`src/rtl/lpcp_pkg.sv`:
```
// Shared types, constants and helper functions for the lidar point to camera
// projection block. Depends on nothing; every other RTL file imports it.
`default_nettype none

package lpcp_pkg;

  localparam int unsigned DefImgWidth  = 1242;
  localparam int unsigned DefImgHeight = 375;

  localparam int unsigned NUM_REGS  = 8;
  localparam int unsigned REG_W     = 48;
  localparam int unsigned REG_IDX_W = 3;

  // Accumulator width covers three 32-bit products plus a shifted offset.
  localparam int unsigned ACC_W   = 36;
  // Quotient bits: enough to reach 4096, one bit more to flag overflow.
  localparam int unsigned QUOT_W  = 13;
  localparam int unsigned REM_W   = ACC_W + QUOT_W - 1;
  localparam int unsigned EPOCH_W = 4;
  localparam int unsigned QUEUE_DEPTH = 4;

  // Multiplier sequence: rows 0..2 camera, row 3 range, rows 4..6 u, v, w.
  localparam int unsigned MUL_ROWS  = 7;
  localparam int unsigned RANGE_ROW = 3;
  localparam int unsigned CAM_ROWS  = 3;

  // 10000 square meters in Q16.16.
  localparam logic [31:0] RANGE_LIMIT_SQ = 32'd655360000;

  typedef enum logic [2:0] {
    REG_ROT_ROW_X   = 3'd0,
    REG_ROT_ROW_Y   = 3'd1,
    REG_ROT_ROW_Z   = 3'd2,
    REG_SHIFT_XYZ   = 3'd3,
    REG_PROJ_ROW_U  = 3'd4,
    REG_PROJ_ROW_V  = 3'd5,
    REG_PROJ_ROW_W  = 3'd6,
    REG_PROJ_OFFSET = 3'd7
  } reg_idx_e;

  typedef enum logic {
    FUNC_FRAME_START = 1'b0,
    FUNC_POINT       = 1'b1
  } func_e;

  typedef enum logic [2:0] {
    ST_PLACED        = 3'd0,
    ST_BEHIND        = 3'd1,
    ST_TOO_FAR       = 3'd2,
    ST_OFF_IMAGE     = 3'd3,
    ST_COL_FULL      = 3'd4,
    ST_FRAME_CLEARED = 3'd5
  } status_e;

  typedef struct packed {
    logic               func;
    logic signed [15:0] pt_x;
    logic signed [15:0] pt_y;
    logic signed [15:0] pt_z;
    logic [7:0]         pt_intensity;
  } in_item_t;

  typedef struct packed {
    logic signed [15:0] cam_x;
    logic signed [15:0] cam_y;
    logic signed [15:0] cam_z;
    logic [7:0]         out_intensity;
    logic [11:0]        pix_u;
    logic [11:0]        pix_v;
    status_e            status;
  } out_item_t;

  // One classified item handed from the front part to the back part.
  typedef struct packed {
    logic signed [15:0] cam_x;
    logic signed [15:0] cam_y;
    logic signed [15:0] cam_z;
    logic [7:0]         intensity;
    logic [11:0]        u;
    logic [11:0]        v;
    status_e            status;
  } task_t;

  typedef enum logic [2:0] {
    F_IDLE,
    F_MUL,
    F_DRAIN,
    F_CHECK,
    F_DIV_U,
    F_DIV_V,
    F_FINISH,
    F_PUSH
  } front_state_e;

  typedef enum logic [2:0] {
    B_CLEAR,
    B_IDLE,
    B_ADDR,
    B_READ,
    B_CHECK,
    B_OUT
  } back_state_e;

  function automatic logic signed [15:0] lane(input logic [REG_W-1:0] r,
                                              input logic [1:0] k);
    logic signed [15:0] res;
    case (k)
      2'd0:    res = r[15:0];
      2'd1:    res = r[31:16];
      default: res = r[47:32];
    endcase
    return res;
  endfunction

  // Floor shift by 14 (Q.22 to Q8.8), then saturate to 16 bits signed.
  function automatic logic signed [15:0] cam_sat(input logic signed [ACC_W-1:0] a);
    logic signed [ACC_W-15:0] s;
    logic signed [15:0]       res;
    s = a[ACC_W-1:14];
    if (s > 22'sd32767) begin
      res = 16'sh7FFF;
    end else if (s < -22'sd32768) begin
      res = 16'sh8000;
    end else begin
      res = s[15:0];
    end
    return res;
  endfunction

endpackage

`default_nettype wire

```
`src/rtl/lpcp_queue.sv`:
```
// Short in-order queue of classified items between the front and back parts.
// Depends on lpcp_pkg for the entry type and depth.
`default_nettype none

module lpcp_queue (
  input  logic            clk_i,
  input  logic            rst_ni,
  input  logic            push_i,
  input  lpcp_pkg::task_t push_data_i,
  input  logic            pop_i,
  output lpcp_pkg::task_t head_o,
  output logic            full_o,
  output logic            empty_o
);
  import lpcp_pkg::*;

  localparam int unsigned PTR_W = $clog2(QUEUE_DEPTH);

  task_t            entry_q [QUEUE_DEPTH];
  logic [PTR_W-1:0] wr_ptr_q, wr_ptr_d;
  logic [PTR_W-1:0] rd_ptr_q, rd_ptr_d;
  logic [PTR_W:0]   count_q, count_d;
  logic             do_push, do_pop;

  assign full_o  = (count_q == (PTR_W+1)'(QUEUE_DEPTH));
  assign empty_o = (count_q == '0);
  assign head_o  = entry_q[rd_ptr_q];
  assign do_push = push_i && !full_o;
  assign do_pop  = pop_i && !empty_o;

  always_comb begin
    wr_ptr_d = do_push ? wr_ptr_q + 1'b1 : wr_ptr_q;
    rd_ptr_d = do_pop ? rd_ptr_q + 1'b1 : rd_ptr_q;
    count_d  = count_q;
    if (do_push && !do_pop) begin
      count_d = count_q + 1'b1;
    end else if (do_pop && !do_push) begin
      count_d = count_q - 1'b1;
    end
  end

  always_ff @(posedge clk_i or negedge rst_ni) begin
    if (!rst_ni) begin
      wr_ptr_q <= '0;
      rd_ptr_q <= '0;
      count_q  <= '0;
    end else begin
      wr_ptr_q <= wr_ptr_d;
      rd_ptr_q <= rd_ptr_d;
      count_q  <= count_d;
    end
  end

  always_ff @(posedge clk_i) begin
    if (do_push) begin
      entry_q[wr_ptr_q] <= push_data_i;
    end
  end

endmodule

`default_nettype wire

```
`config.mk`:
```
export PLATFORM = sky130hd
export DESIGN_NAME = lpcp_queue
export DESIGN_NICKNAME = d
export VERILOG_FILES = /design/src/rtl/lpcp_pkg.sv /design/src/rtl/lpcp_queue.sv
export SDC_FILE = /design/constraint.sdc
export NUM_CORES = 1
export LEC_CHECK = 0
export BUFFER_PORTS_ARGS = -buffer_cell sky130_fd_sc_hd__buf_2
export CAP_MARGIN = 30
export CORE_MARGIN = 5
export CORE_UTILIZATION = 45
export DETAILED_ROUTE_END_ITERATION = 10
export GPL_TIMING_DRIVEN = 1
export HOLD_SLACK_MARGIN = 0.15
export SLEW_MARGIN = 15
export SYNTH_ARGS = -nofsm -noshare
export SYNTH_HDL_FRONTEND = slang
export SYNTH_SLANG_ARGS = --single-unit
```
`constraint.sdc`:
```
create_clock -name clk_i -period 6.35 [get_ports clk_i]
set_clock_uncertainty 0.2 [all_clocks]
set_input_delay 1.905 -clock clk_i [delete_from_list [all_inputs] [get_ports clk_i]]
set_output_delay 1.905 -clock clk_i [all_outputs]
set_load 0.005 [all_outputs]
```
==> flow_metrics.tcl <==
set metrics [dict create \
    status "finished clean" \
    finalSetupViolCount 0 \
    irDropWorstVdd_uv 290 \
    initial_utilization_pct 45.9 \
    grt.total_usage_pct 15.1 \
    worstMarginPinSlew_ns 0.781 \
    netlist_area_mm2 0.0125 \
    max_stage_delay_ns 0.68 \
    hold_ws_ns 0.282 \
    clkSinkCount 339 \
    path_clk_slew_ns 0.06 \
    hold-path-cell-count 1 \
    placed_cell_area_mm2 0.0137 \
    synth-xor-area-share_pct 0.422 \
    area_growth_pct 18.9 \
    clock_path_buffers 3 \
    firstDrtPassIters 4 \
    synth_cells 470 \
    tritoncts "yes" \
    synthAdderAreaFrac_pct 0.663 \
    place_hpwl_mm 13.8 \
    pin_count 172 \
    syn_avg_cell_area_um2 26.5 \
    n_antenna_cell 0 \
    post_cts_buffers 0 \
    grt_pass1_wl_mm 36.0 \
    power_w 0.00686 \
    drv_cap 0 \
    relSlewSlack_pct 47.9 \
    ys_seq_elements 339 \
    grt_overflow 0 \
    hold_path_end "count_q[2]" \
    ys_warn_count 0 \
    critPathMaxFanout 37 \
    p_leak_nw 5.06 \
    max_freq_ghz 0.212 \
    antenna_found_initial 3 \
    num_rows 60 \
    totalWireLength_mm 23.0 \
    min_period_ns 4.72 \
    fin_crit_sh_pct 74.3 \
    wl_per_cell_um 21.5 \
    insertion_delay_ns 0.50 \
    critPathTopFamily "buffers and inverters" \
    core_mm2 0.0271 \
    syn_nets 563 \
    synth_top_family_by_area "multiplexers" \
    crit_buf_inv 2 \
    reg2reg_slack_ns 3.59 \
    cp.required_ns 4.24 \
    tns_ns 0 \
    r2r_cells 4 \
    cts_root_buf "clkbuf_16" \
    drc 0 \
    nNetsFinal 764 \
    cp_cell_sequence "buf_4, mux4_2, buf_2" \
    synthSimpleGateAreaFrac_pct 0.502 \
    slowest_stage "buf_4" \
    ctsResizeCount 0 \
    die_w_um 176 \
    ys_types 21 \
    postRouteAntennaNets 0 \
    gp_congestion 0.698 \
    drtIter0Drc 309 \
    num_vias 5545 \
    first_global_vias 6180 \
    fin_util_pct 54.6 \
    p_per_area_mw_per_mm2 463 \
    vias_per_cell 5.18 \
    grt_max_degree 65 \
    start_kind "flop" \
    yosysTopAreaCellShare_pct 80.1 \
    min_path_type "flop to flop" \
    finalHoldViolCount 0 \
    finalMaxSlewViolations 0 \
    synth_seq_area_share_pct 81.5 \
    fp.dieH_um 176 \
    design_area_mm2 0.0148 \
    hold_buffers 0 \
    io_buffers 171 \
    cts_buffers 36 \
    yosys.area.top_type "edfxtp_1" \
    rsz0062_at_grt "no" \
    crit_arrival_ns 2.61 \
    drive_gt1_share_pct 46.4 \
    crit_path_end_kind "primary output" \
    synth_area_leaders "edfxtp_1, mux4_2, dfrtp_1" \
    rr_startpoint "count_q[2]" \
    synth-compound-area-share_pct 0 \
    htreeDepth 2 \
    muxShareOfSynthArea_pct 15.2 \
    dieArea_mm2 0.0311 \
    crit_type "flop to primary output" \
    hp-start "count_q[2]" \
    reg2reg_to "entry_q[0][39]" \
]
worst max-delay path by stage:
stage | startpoint | endpoint | slack, ns | cells past startpoint
6_report | rd_ptr_q[0] | head_o[19] | 1.63 | 3
5_1_grt | rd_ptr_q[0] | head_o[19] | 1.42 | 3
4_1_cts | rd_ptr_q[0] | head_o[19] | 1.52 | 3
3_5_place_dp | rd_ptr_q[0] | head_o[19] | 2.05 | 3
3_3_place_gp | rd_ptr_q[1] | head_o[19] | 2.08 | 3
2_1_floorplan | push_i | entry_q[0][0] | 1.58 | 3
per-stage QoR:
step                      setup WS (ns)  instances
final                              1.63       1071
after floorplan                    1.58        470
after global placement             2.08       1004
after detailed placement           2.05       1004
after global routing               1.42       1071
after CTS                          1.52       1070
synth_stat cells (all sizes together):
cell / n
clkbuf: 2
edfxtp: 332
nor3b: 1
dfrtp: 7
mux4: 83
nand3: 1
buf: 18
ha: 5
xnor2: 4
nor2: 1
fa: 1
xor2: 2
nand2: 1
inv: 4
mux2: 2
or3: 1
and2: 4
nor2b: 1
kinds of logic (layout without fill, tap and decap cells):
logic type    after synthesis  in the layout
fa+ha+maj                   6              6
xor+xnor                    6              6
mux                        85             85
simple gates               10             10
flops                     339            339
buf+inv                    24            253
cells in the final DEF, fill, tap and decap left out:
cell and instances:
buf_2 171, dfrtp_1 5, clkinv_1 8, edfxtp_1 332, dfrtp_4 2, clkinv_2 6, inv_6 2, inv_1 4
buf_12 1, xor2_1 2, ha_1 5, or3_1 1, nand3_1 1, clkinv_4 1, clkinvlp_4 1, clkbuf_16 37
and2_4 4, mux2_2 2, nor2_1 1, bufinv_16 2, fa_1 1, xnor2_1 4, nor2b_1 1, clkbuf_1 9
nor3b_2 1, buf_4 11, mux4_2 83, nand2_1 1
layer usage:
layer  wire, um  global-route usage [%]
met5         41                       0
met4        421                    3.68
met3       1310                    3.70
met2      11700                    25.5
met1       9550                    20.0
sequential cells by signal (all words and copies together), names as in the netlist:
name      count
entry_q     332
rd_ptr_q      2
count_q       3
wr_ptr_q      2
worst register-to-register path, stage by stage, from the launching register on:
cell	delay, ns
dfrtp_1	0.40
nor3b_2	0.18
nor2b_1	0.45
and2_4	0.70
buf_4	0.48
final cells by class:
type	instances	area (um^2)
clock buffer	46	960
clock inverter	20	154
fill	2091	12300
inverter	4	15.0
multi-input combinational	107	2100
sequential	339	10200
tap	372	465
timing repair buffer	183	958
power by group:
part           switching, W  total (W)  internal, W
sequential         0.000165    0.00313      0.00296
combinational      0.000896    0.00178     0.000888
clock              0.000791    0.00195      0.00115
total               0.00185    0.00686      0.00500
No activity file was read; power rests on OpenSTA's default activity.
