==> src/rtl/lpcp_pkg.sv <==
// Shared types, constants and helper functions for the lidar point to camera
// projection block. Depends on nothing; every other RTL file imports it.
`default_nettype none

package lpcp_pkg;

  localparam int unsigned DefImgWidth  = 1242;
  localparam int unsigned DefImgHeight = 375;

  localparam int unsigned NUM_REGS  = 8;
  localparam int unsigned REG_W     = 48;
  localparam int unsigned REG_IDX_W = 3;

  // Accumulator width covers three 32-bit products plus a shifted offset.
  localparam int unsigned ACC_W   = 36;
  // Quotient bits: enough to reach 4096, one bit more to flag overflow.
  localparam int unsigned QUOT_W  = 13;
  localparam int unsigned REM_W   = ACC_W + QUOT_W - 1;
  localparam int unsigned EPOCH_W = 4;
  localparam int unsigned QUEUE_DEPTH = 4;

  // Multiplier sequence: rows 0..2 camera, row 3 range, rows 4..6 u, v, w.
  localparam int unsigned MUL_ROWS  = 7;
  localparam int unsigned RANGE_ROW = 3;
  localparam int unsigned CAM_ROWS  = 3;

  // 10000 square meters in Q16.16.
  localparam logic [31:0] RANGE_LIMIT_SQ = 32'd655360000;

  typedef enum logic [2:0] {
    REG_ROT_ROW_X   = 3'd0,
    REG_ROT_ROW_Y   = 3'd1,
    REG_ROT_ROW_Z   = 3'd2,
    REG_SHIFT_XYZ   = 3'd3,
    REG_PROJ_ROW_U  = 3'd4,
    REG_PROJ_ROW_V  = 3'd5,
    REG_PROJ_ROW_W  = 3'd6,
    REG_PROJ_OFFSET = 3'd7
  } reg_idx_e;

  typedef enum logic {
    FUNC_FRAME_START = 1'b0,
    FUNC_POINT       = 1'b1
  } func_e;

  typedef enum logic [2:0] {
    ST_PLACED        = 3'd0,
    ST_BEHIND        = 3'd1,
    ST_TOO_FAR       = 3'd2,
    ST_OFF_IMAGE     = 3'd3,
    ST_COL_FULL      = 3'd4,
    ST_FRAME_CLEARED = 3'd5
  } status_e;

  typedef struct packed {
    logic               func;
    logic signed [15:0] pt_x;
    logic signed [15:0] pt_y;
    logic signed [15:0] pt_z;
    logic [7:0]         pt_intensity;
  } in_item_t;

  typedef struct packed {
    logic signed [15:0] cam_x;
    logic signed [15:0] cam_y;
    logic signed [15:0] cam_z;
    logic [7:0]         out_intensity;
    logic [11:0]        pix_u;
    logic [11:0]        pix_v;
    status_e            status;
  } out_item_t;

  // One classified item handed from the front part to the back part.
  typedef struct packed {
    logic signed [15:0] cam_x;
    logic signed [15:0] cam_y;
    logic signed [15:0] cam_z;
    logic [7:0]         intensity;
    logic [11:0]        u;
    logic [11:0]        v;
    status_e            status;
  } task_t;

  typedef enum logic [2:0] {
    F_IDLE,
    F_MUL,
    F_DRAIN,
    F_CHECK,
    F_DIV_U,
    F_DIV_V,
    F_FINISH,
    F_PUSH
  } front_state_e;

  typedef enum logic [2:0] {
    B_CLEAR,
    B_IDLE,
    B_ADDR,
    B_READ,
    B_CHECK,
    B_OUT
  } back_state_e;

  function automatic logic signed [15:0] lane(input logic [REG_W-1:0] r,
                                              input logic [1:0] k);
    logic signed [15:0] res;
    case (k)
      2'd0:    res = r[15:0];
      2'd1:    res = r[31:16];
      default: res = r[47:32];
    endcase
    return res;
  endfunction

  // Floor shift by 14 (Q.22 to Q8.8), then saturate to 16 bits signed.
  function automatic logic signed [15:0] cam_sat(input logic signed [ACC_W-1:0] a);
    logic signed [ACC_W-15:0] s;
    logic signed [15:0]       res;
    s = a[ACC_W-1:14];
    if (s > 22'sd32767) begin
      res = 16'sh7FFF;
    end else if (s < -22'sd32768) begin
      res = 16'sh8000;
    end else begin
      res = s[15:0];
    end
    return res;
  endfunction

endpackage

`default_nettype wire

==> src/rtl/lpcp_front.sv <==
// Front part: configuration registers, input beat acceptance, camera transform,
// range check, projection and the shared one-bit-a-cycle divider. Uses lpcp_pkg.
`default_nettype none

module lpcp_front #(
  parameter int unsigned IMG_WIDTH  = lpcp_pkg::DefImgWidth,
  parameter int unsigned IMG_HEIGHT = lpcp_pkg::DefImgHeight
) (
  input  logic                           clk_i,
  input  logic                           rst_ni,
  input  logic                           cfg_we_i,
  input  logic [lpcp_pkg::REG_IDX_W-1:0] cfg_index_i,
  input  logic [lpcp_pkg::REG_W-1:0]     cfg_data_i,
  input  logic                           in_valid_i,
  output logic                           in_stall_o,
  input  lpcp_pkg::in_item_t             in_data_i,
  output logic                           push_o,
  output lpcp_pkg::task_t                push_data_o,
  input  logic                           full_i
);
  import lpcp_pkg::*;

  localparam logic [QUOT_W-1:0] U_HI     = QUOT_W'(IMG_WIDTH - 1);
  localparam logic [QUOT_W-1:0] V_HI     = QUOT_W'(IMG_HEIGHT - 1);
  localparam logic [2:0]        LAST_ROW = 3'(MUL_ROWS - 1);
  localparam logic [2:0]        RNG_ROW  = 3'(RANGE_ROW);
  localparam logic [1:0]        LAST_CAM = 2'(CAM_ROWS - 1);

  front_state_e state_q, state_d;

  logic [REG_W-1:0]        cfg_q [NUM_REGS];
  in_item_t                pt_q;
  logic [2:0]              row_q;
  logic [1:0]              col_q;
  logic                    mv_q;
  logic [2:0]              mrow_q;
  logic signed [31:0]      prod_q;
  logic signed [ACC_W-1:0] acc_q [MUL_ROWS];
  logic [REM_W-1:0]        rem_q;
  logic [REM_W-1:0]        dvs_q;
  logic [QUOT_W-1:0]       quot_q;
  logic [QUOT_W-1:0]       uq_q;
  logic [3:0]              cnt_q;
  task_t                   task_q;

  logic signed [15:0]      cam [CAM_ROWS];
  logic signed [15:0]      p_sel, c_sel, op_a, op_b;
  logic signed [ACC_W+2:0] u_ext, v_ext, w8;
  logic                    u_bad, v_bad, w_bad;
  logic                    reject;
  status_e                 early_status;
  logic                    ge;
  logic [REM_W-1:0]        rem_nxt;
  logic [QUOT_W-1:0]       quot_nxt;
  logic                    in_bounds;

  for (genvar r = 0; r < CAM_ROWS; r++) begin : g_cam
    assign cam[r] = cam_sat(acc_q[r]);
  end

  // Multiplier operands: rotation times point, point squared, then
  // projection coefficients times camera coordinates.
  always_comb begin
    case (col_q)
      2'd0:    begin p_sel = pt_q.pt_x; c_sel = cam[0]; end
      2'd1:    begin p_sel = pt_q.pt_y; c_sel = cam[1]; end
      default: begin p_sel = pt_q.pt_z; c_sel = cam[2]; end
    endcase
    op_a = (row_q == RNG_ROW) ? p_sel : lane(cfg_q[row_q], col_q);
    op_b = (row_q <= RNG_ROW) ? p_sel : c_sel;
  end

  // Classification of a finished point.
  always_comb begin
    u_ext  = (ACC_W+3)'(acc_q[4]);
    v_ext  = (ACC_W+3)'(acc_q[5]);
    w8     = $signed({acc_q[6], 3'b000});
    w_bad  = (acc_q[6] <= 0);
    // A positive quotient of at least 8192 can never land on the image.
    u_bad  = (acc_q[4] <= 0) || (u_ext >= w8);
    v_bad  = (acc_q[5] <= 0) || (v_ext >= w8);
    reject = 1'b1;
    if (cam[2] <= 16'sd0) begin
      early_status = ST_BEHIND;
    end else if (acc_q[RANGE_ROW][31:0] > RANGE_LIMIT_SQ) begin
      early_status = ST_TOO_FAR;
    end else if (w_bad || u_bad || v_bad) begin
      early_status = ST_OFF_IMAGE;
    end else begin
      early_status = ST_PLACED;
      reject       = 1'b0;
    end
  end

  // Restoring division step.
  always_comb begin
    ge       = (rem_q >= dvs_q);
    rem_nxt  = ge ? rem_q - dvs_q : rem_q;
    quot_nxt = {quot_q[QUOT_W-2:0], ge};
    in_bounds = (uq_q != '0) && (uq_q < U_HI) && (quot_q != '0) && (quot_q < V_HI);
  end

  // Next state.
  always_comb begin
    state_d = state_q;
    case (state_q)
      F_IDLE: begin
        if (in_valid_i) begin
          state_d = (in_data_i.func == FUNC_POINT) ? F_MUL : F_PUSH;
        end
      end
      F_MUL: begin
        if (row_q == LAST_ROW && col_q == 2'd2) begin
          state_d = F_DRAIN;
        end
      end
      F_DRAIN:  state_d = F_CHECK;
      F_CHECK:  state_d = reject ? F_PUSH : F_DIV_U;
      F_DIV_U: begin
        if (cnt_q == '0) begin
          state_d = F_DIV_V;
        end
      end
      F_DIV_V: begin
        if (cnt_q == '0) begin
          state_d = F_FINISH;
        end
      end
      F_FINISH: state_d = F_PUSH;
      F_PUSH: begin
        if (!full_i) begin
          state_d = F_IDLE;
        end
      end
      default:  state_d = F_IDLE;
    endcase
  end

  // Outputs.
  always_comb begin
    in_stall_o  = (state_q != F_IDLE);
    push_o      = (state_q == F_PUSH) && !full_i;
    push_data_o = task_q;
  end

  always_ff @(posedge clk_i or negedge rst_ni) begin
    if (!rst_ni) begin
      state_q <= F_IDLE;
      mv_q    <= 1'b0;
      for (int i = 0; i < NUM_REGS; i++) begin
        cfg_q[i] <= '0;
      end
    end else begin
      state_q <= state_d;
      mv_q    <= (state_q == F_MUL);
      if (cfg_we_i) begin
        cfg_q[cfg_index_i] <= cfg_data_i;
      end
    end
  end

  always_ff @(posedge clk_i) begin
    mrow_q <= row_q;
    prod_q <= op_a * op_b;
    if (mv_q) begin
      acc_q[mrow_q] <= acc_q[mrow_q] + ACC_W'(prod_q);
    end
    case (state_q)
      F_IDLE: begin
        pt_q  <= in_data_i;
        row_q <= '0;
        col_q <= '0;
        for (int r = 0; r < CAM_ROWS; r++) begin
          acc_q[r]     <= ACC_W'(lane(cfg_q[REG_SHIFT_XYZ], 2'(r))) <<< 12;
          acc_q[4 + r] <= ACC_W'(lane(cfg_q[REG_PROJ_OFFSET], 2'(r))) <<< 8;
        end
        acc_q[RANGE_ROW] <= '0;
        task_q           <= task_t'({($bits(task_t) - 3)'(0), ST_FRAME_CLEARED});
      end
      F_MUL: begin
        if (col_q == 2'd2) begin
          col_q <= '0;
          row_q <= row_q + 3'd1;
        end else begin
          col_q <= col_q + 2'd1;
        end
      end
      F_CHECK: begin
        task_q.cam_x     <= cam[0];
        task_q.cam_y     <= cam[1];
        task_q.cam_z     <= cam[LAST_CAM];
        task_q.intensity <= pt_q.pt_intensity;
        task_q.u         <= '0;
        task_q.v         <= '0;
        task_q.status    <= early_status;
        rem_q  <= REM_W'({acc_q[4][ACC_W-3:0], 10'b0});
        dvs_q  <= {acc_q[6], 12'b0};
        quot_q <= '0;
        cnt_q  <= 4'(QUOT_W - 1);
      end
      F_DIV_U: begin
        if (cnt_q == '0) begin
          uq_q   <= quot_nxt;
          rem_q  <= REM_W'({acc_q[5][ACC_W-3:0], 10'b0});
          dvs_q  <= {acc_q[6], 12'b0};
          quot_q <= '0;
          cnt_q  <= 4'(QUOT_W - 1);
        end else begin
          rem_q  <= rem_nxt;
          dvs_q  <= dvs_q >> 1;
          quot_q <= quot_nxt;
          cnt_q  <= cnt_q - 4'd1;
        end
      end
      F_DIV_V: begin
        rem_q  <= rem_nxt;
        dvs_q  <= dvs_q >> 1;
        quot_q <= quot_nxt;
        cnt_q  <= cnt_q - 4'd1;
      end
      F_FINISH: begin
        if (in_bounds) begin
          task_q.u      <= uq_q[11:0];
          task_q.v      <= quot_q[11:0];
          task_q.status <= ST_PLACED;
        end else begin
          task_q.status <= ST_OFF_IMAGE;
        end
      end
      default: begin
      end
    endcase
  end

endmodule

`default_nettype wire

==> config.mk <==
export PLATFORM = sky130hd
export DESIGN_NAME = lpcp_front
export DESIGN_NICKNAME = d
export VERILOG_FILES = /design/src/rtl/lpcp_pkg.sv /design/src/rtl/lpcp_front.sv
export SDC_FILE = /design/constraint.sdc
export NUM_CORES = 2
export LEC_CHECK = 0
export BUFFER_PORTS_ARGS = -buffer_cell sky130_fd_sc_hd__buf_2
export CAP_MARGIN = 20
export CORE_ASPECT_RATIO = 2
export CORE_MARGIN = 4
export CORE_UTILIZATION = 51
export CTS_CLUSTER_DIAMETER = 120
export DETAILED_ROUTE_END_ITERATION = 10
export PLACE_DENSITY = 0.73
export SLEW_MARGIN = 10
export SYNTH_ARGS = -nofsm -noshare
export SYNTH_HDL_FRONTEND = slang
export SYNTH_SLANG_ARGS = --single-unit
==> constraint.sdc <==
create_clock -name clk_i -period 7.2 [get_ports clk_i]
set_clock_uncertainty 0.1 [all_clocks]
set_input_delay 0.36 -clock clk_i [delete_from_list [all_inputs] [get_ports clk_i]]
set_output_delay 0.36 -clock clk_i [all_outputs]
set_load 0.05 [all_outputs]
==> out/metrics.csv <==
stage,metric,value,unit
synth,"count leader, synth",inv_1,
worst_setup_path,"slowest stage delay, CP",570,ps
timing,period utilization,1.08,
worst_setup_path,required time worst endpoint,7760,ps
synth,syn avg cell area,11.5,um2
cts,Clock Latency Late Sink,760,ps
finish,final core occ,0.624,
die,Core Area,115000,um2
routing,DRT Pass-1 Iters,9,
finish,Area growth syn-to-layout,21.7,%
outcome,status,finished with violations,
hold_path,Hold WC Path Type,primary input to flip-flop,
worst_setup_path,slowest cell on the critical path,fa_1,
worst_setup_path,Worst setup SP type,flip-flop,
timing,WHS,90.8,ps
synth,share of the synthesized area in the top cell type,0.236,
routing,"antenna viol nets, final",0,
flow_run,max-cap violations,0,
synth,Yosys reg bits,981,
die,die area,121000,um2
timing,"Hold Vio Cnt, Final",0,
timing,Max-Slew Margin vs Limit,0.164,
synth,syn_nets,5735,
cts,clock root cell,clkbuf_16,
timing,min Tclk post-route,7790,ps
timing,worst-margin pin slew,1240,ps
worst_setup_path,Setup Crit Path Kind,flip-flop to flip-flop,
die,Starting Density,0.513,
cts,clock buffer count from CTS,87,
routing,routed via count,46500,
grt,largest net degree at the start of global routing,182,
grt,Tot GR Track Use,0.353,
outcome,failing checks,setup timing,
placed_design,Final HPWL DP,157,mm
die,DIE HEIGHT,488,um
timing,"Setup violations, final",15,
grt,first-pass GRT wire length,311,mm
cts,CTS tree,built,
synth,"top cells by area, synth","edfxtp_1 24%, dfrtp_1 17%, fa_1 9.0%, mux2_2 8.0%, mux4_2 6.4%",
die,Rows,176,
worst_setup_path,crit end category,flip-flop,
synth,Most used DFF post-synth,edfxtp_1,
placed_design,dpl ws,-1140,ps
synth,"area leader, netlist",edfxtp_1,
grt,initial antenna violation count,9,
cts,Sink Count,981,
timing,fmax,0.128,GHz
synth,Post-synth EDFFs,462,
synth,Synth cell types,79,
routing,routed length per instance,28.6,um
grt,met2 GRT Util,0.603,
finish,Fillers,8786,
routing,post-DR vias/cell,6.24,
die,I/O pin count,198,
grt,GRT busiest layer,met2,
placed_design,port bufs,197,
synth,Synth Warn #,0,
cts,Clock transition at path regs,80,ps
timing,final slew viol count,0,
timing,unrepaired setup endpoints after global routing,yes,
die,DIE WIDTH,248,um
synth,area of the mapped netlist,58800,um2
placed_design,Post-Place Cells,7101,
synth,sequential share of the synthesized area,0.446,
finish,fin cells,7452,
grt,M1 GR Usage,0.362,
cts,Clock Tree Buf Depth,3,
grt,grt ovf,0,
synth,"top cells by count, synth","477 x inv_1, 473 x nand2_1, 462 x edfxtp_1",
placed_design,GPL Wtd Cong,1.07,
synth,Post-synth ARST share,0.396,
timing,setup ws final,-590,ps
worst_setup_path,critical path arrival,8350,ps
grt,Global Route met3 Usage,0.0683,
routing,Residual DRC,0,
grt,vias in the first global route,48500,
cts,H-tree depth,3,
routing,final WL,213,mm
worst_setup_path,CP Max Fanout,7,
routing,initial DRC count,4705,
synth,Synth Instances,5114,
finish,Layout Nets,6478,
finish,layout cells sized above 1,0.308,
-- flip-flops by register name, indices dropped and copies added, names as in the netlist --
name	count
pt_q	56
prod_q	32
row_q	3
cfg_q	384
acc_q	288
quot_q	13
dvs_q	48
cnt_q	4
push_data_o	83
uq_q	13
rem_q	48
col_q	2
mrow_q	3
mv_q	1
state_q	3
-- placed cells by master (no fill, tap or decap), types with 33 or more instances in the layout --
master,n
a21o_1,89
clkbuf_16,91
xor2_1,37
a21oi_1,169
dfxtp_1,128
and2_1,54
edfxtp_1,462
dfrtp_1,388
buf_4,510
a22o_1,118
inv_1,437
mux2i_1,33
nor4_1,46
inv_2,36
buf_6,40
nand3_1,39
nand4_1,42
mux4_2,168
o21ai_0,253
xnor2_1,74
ha_1,217
buf_2,196
fa_1,249
nor2_1,361
mux2_2,416
nand2_1,439
dlygate4sd3_1,108
buf_12,43
-- stage by stage --
step	TNS, ps	instance area [um2]
6_report	-5870	71600
5_1_grt	-8550	71600
4_1_cts	-4240	71100
3_5_place_dp	-15480	65500
3_3_place_gp	-15160	65500
2_1_floorplan	-8.21	59300
-- layout make-up --
| cell class | count | area, um2 | share of cell area |
|---|---|---|---|
| Tap cell | 1513 | 1890 | 0.0264 |
| Inverter | 478 | 1810 | 0.0252 |
| Sequential cell | 981 | 26200 | 0.366 |
| Clock inverter | 52 | 583 | 0.00815 |
| Antenna cell | 7 | 17.5 | 0.000245 |
| Multi-Input combinational cell | 3396 | 31100 | 0.435 |
| Timing Repair Buffer | 913 | 7520 | 0.105 |
| Clock buffer | 112 | 2420 | 0.0338 |
-- kinds of logic after synthesis --
kind of cell / count (synthesis) / synth area share
AO/OA/AOI/OAI: 932 / 0.104
XOR/XNOR: 118 / 0.0176
adder cells (fa/ha/maj): 508 / 0.142
buffers and inverters: 737 / 0.0482
flip-flops: 981 / 0.446
multiplexers: 623 / 0.151
AND/OR/NAND/NOR: 1215 / 0.0921
-- routing by layer --
metal / wire length (um) / share of wire
met4: 25400 / 0.12
met2: 105000 / 0.49
met5: 35 / 0.00016
met1: 66100 / 0.31
met3: 16300 / 0.077
-- critical path: cells and delay by family, from the launching register on --
family / cells / cell delay [ps]
compound gates: 6 / 1280
fa+ha+maj: 7 / 3340
flops: 1 / 390
xor+xnor: 1 / 140
mux: 2 / 400
buf+inv: 11 / 1390
simple gates: 4 / 590
-- timing repair --
action,CTS,global route
resized for setup,221,107
pin swaps,130,70
endpoints found under the hold margin,556,0
buffers inserted,54,17
endpoints found under the setup margin,20,21
cloned,4,0
hold buffers,108,0
-- path summary, 6_finish.rpt --
| kind | cells past startpoint | end | start | slack [ps] |
|---|---|---|---|---|
| setup / recovery | 31 | prod_q[29] | row_q[0] | -590 |
| hold / removal | 5 | state_q[0] | in_valid_i | 90 |
| setup reg to reg | 31 | prod_q[29] | row_q[0] | -590 |
| hold reg to reg | 2 | acc_q[1][1] | acc_q[1][1] | 360 |
| max in group asynchronous | 3 | cfg_q[258] | rst_ni | 5070 |
| min in group asynchronous | 2 | cfg_q[377] | rst_ni | 140 |
Power is left out: the tool's default activity adds up to more than one toggle a clock period on the data nets, which glitch-free logic cannot reach.
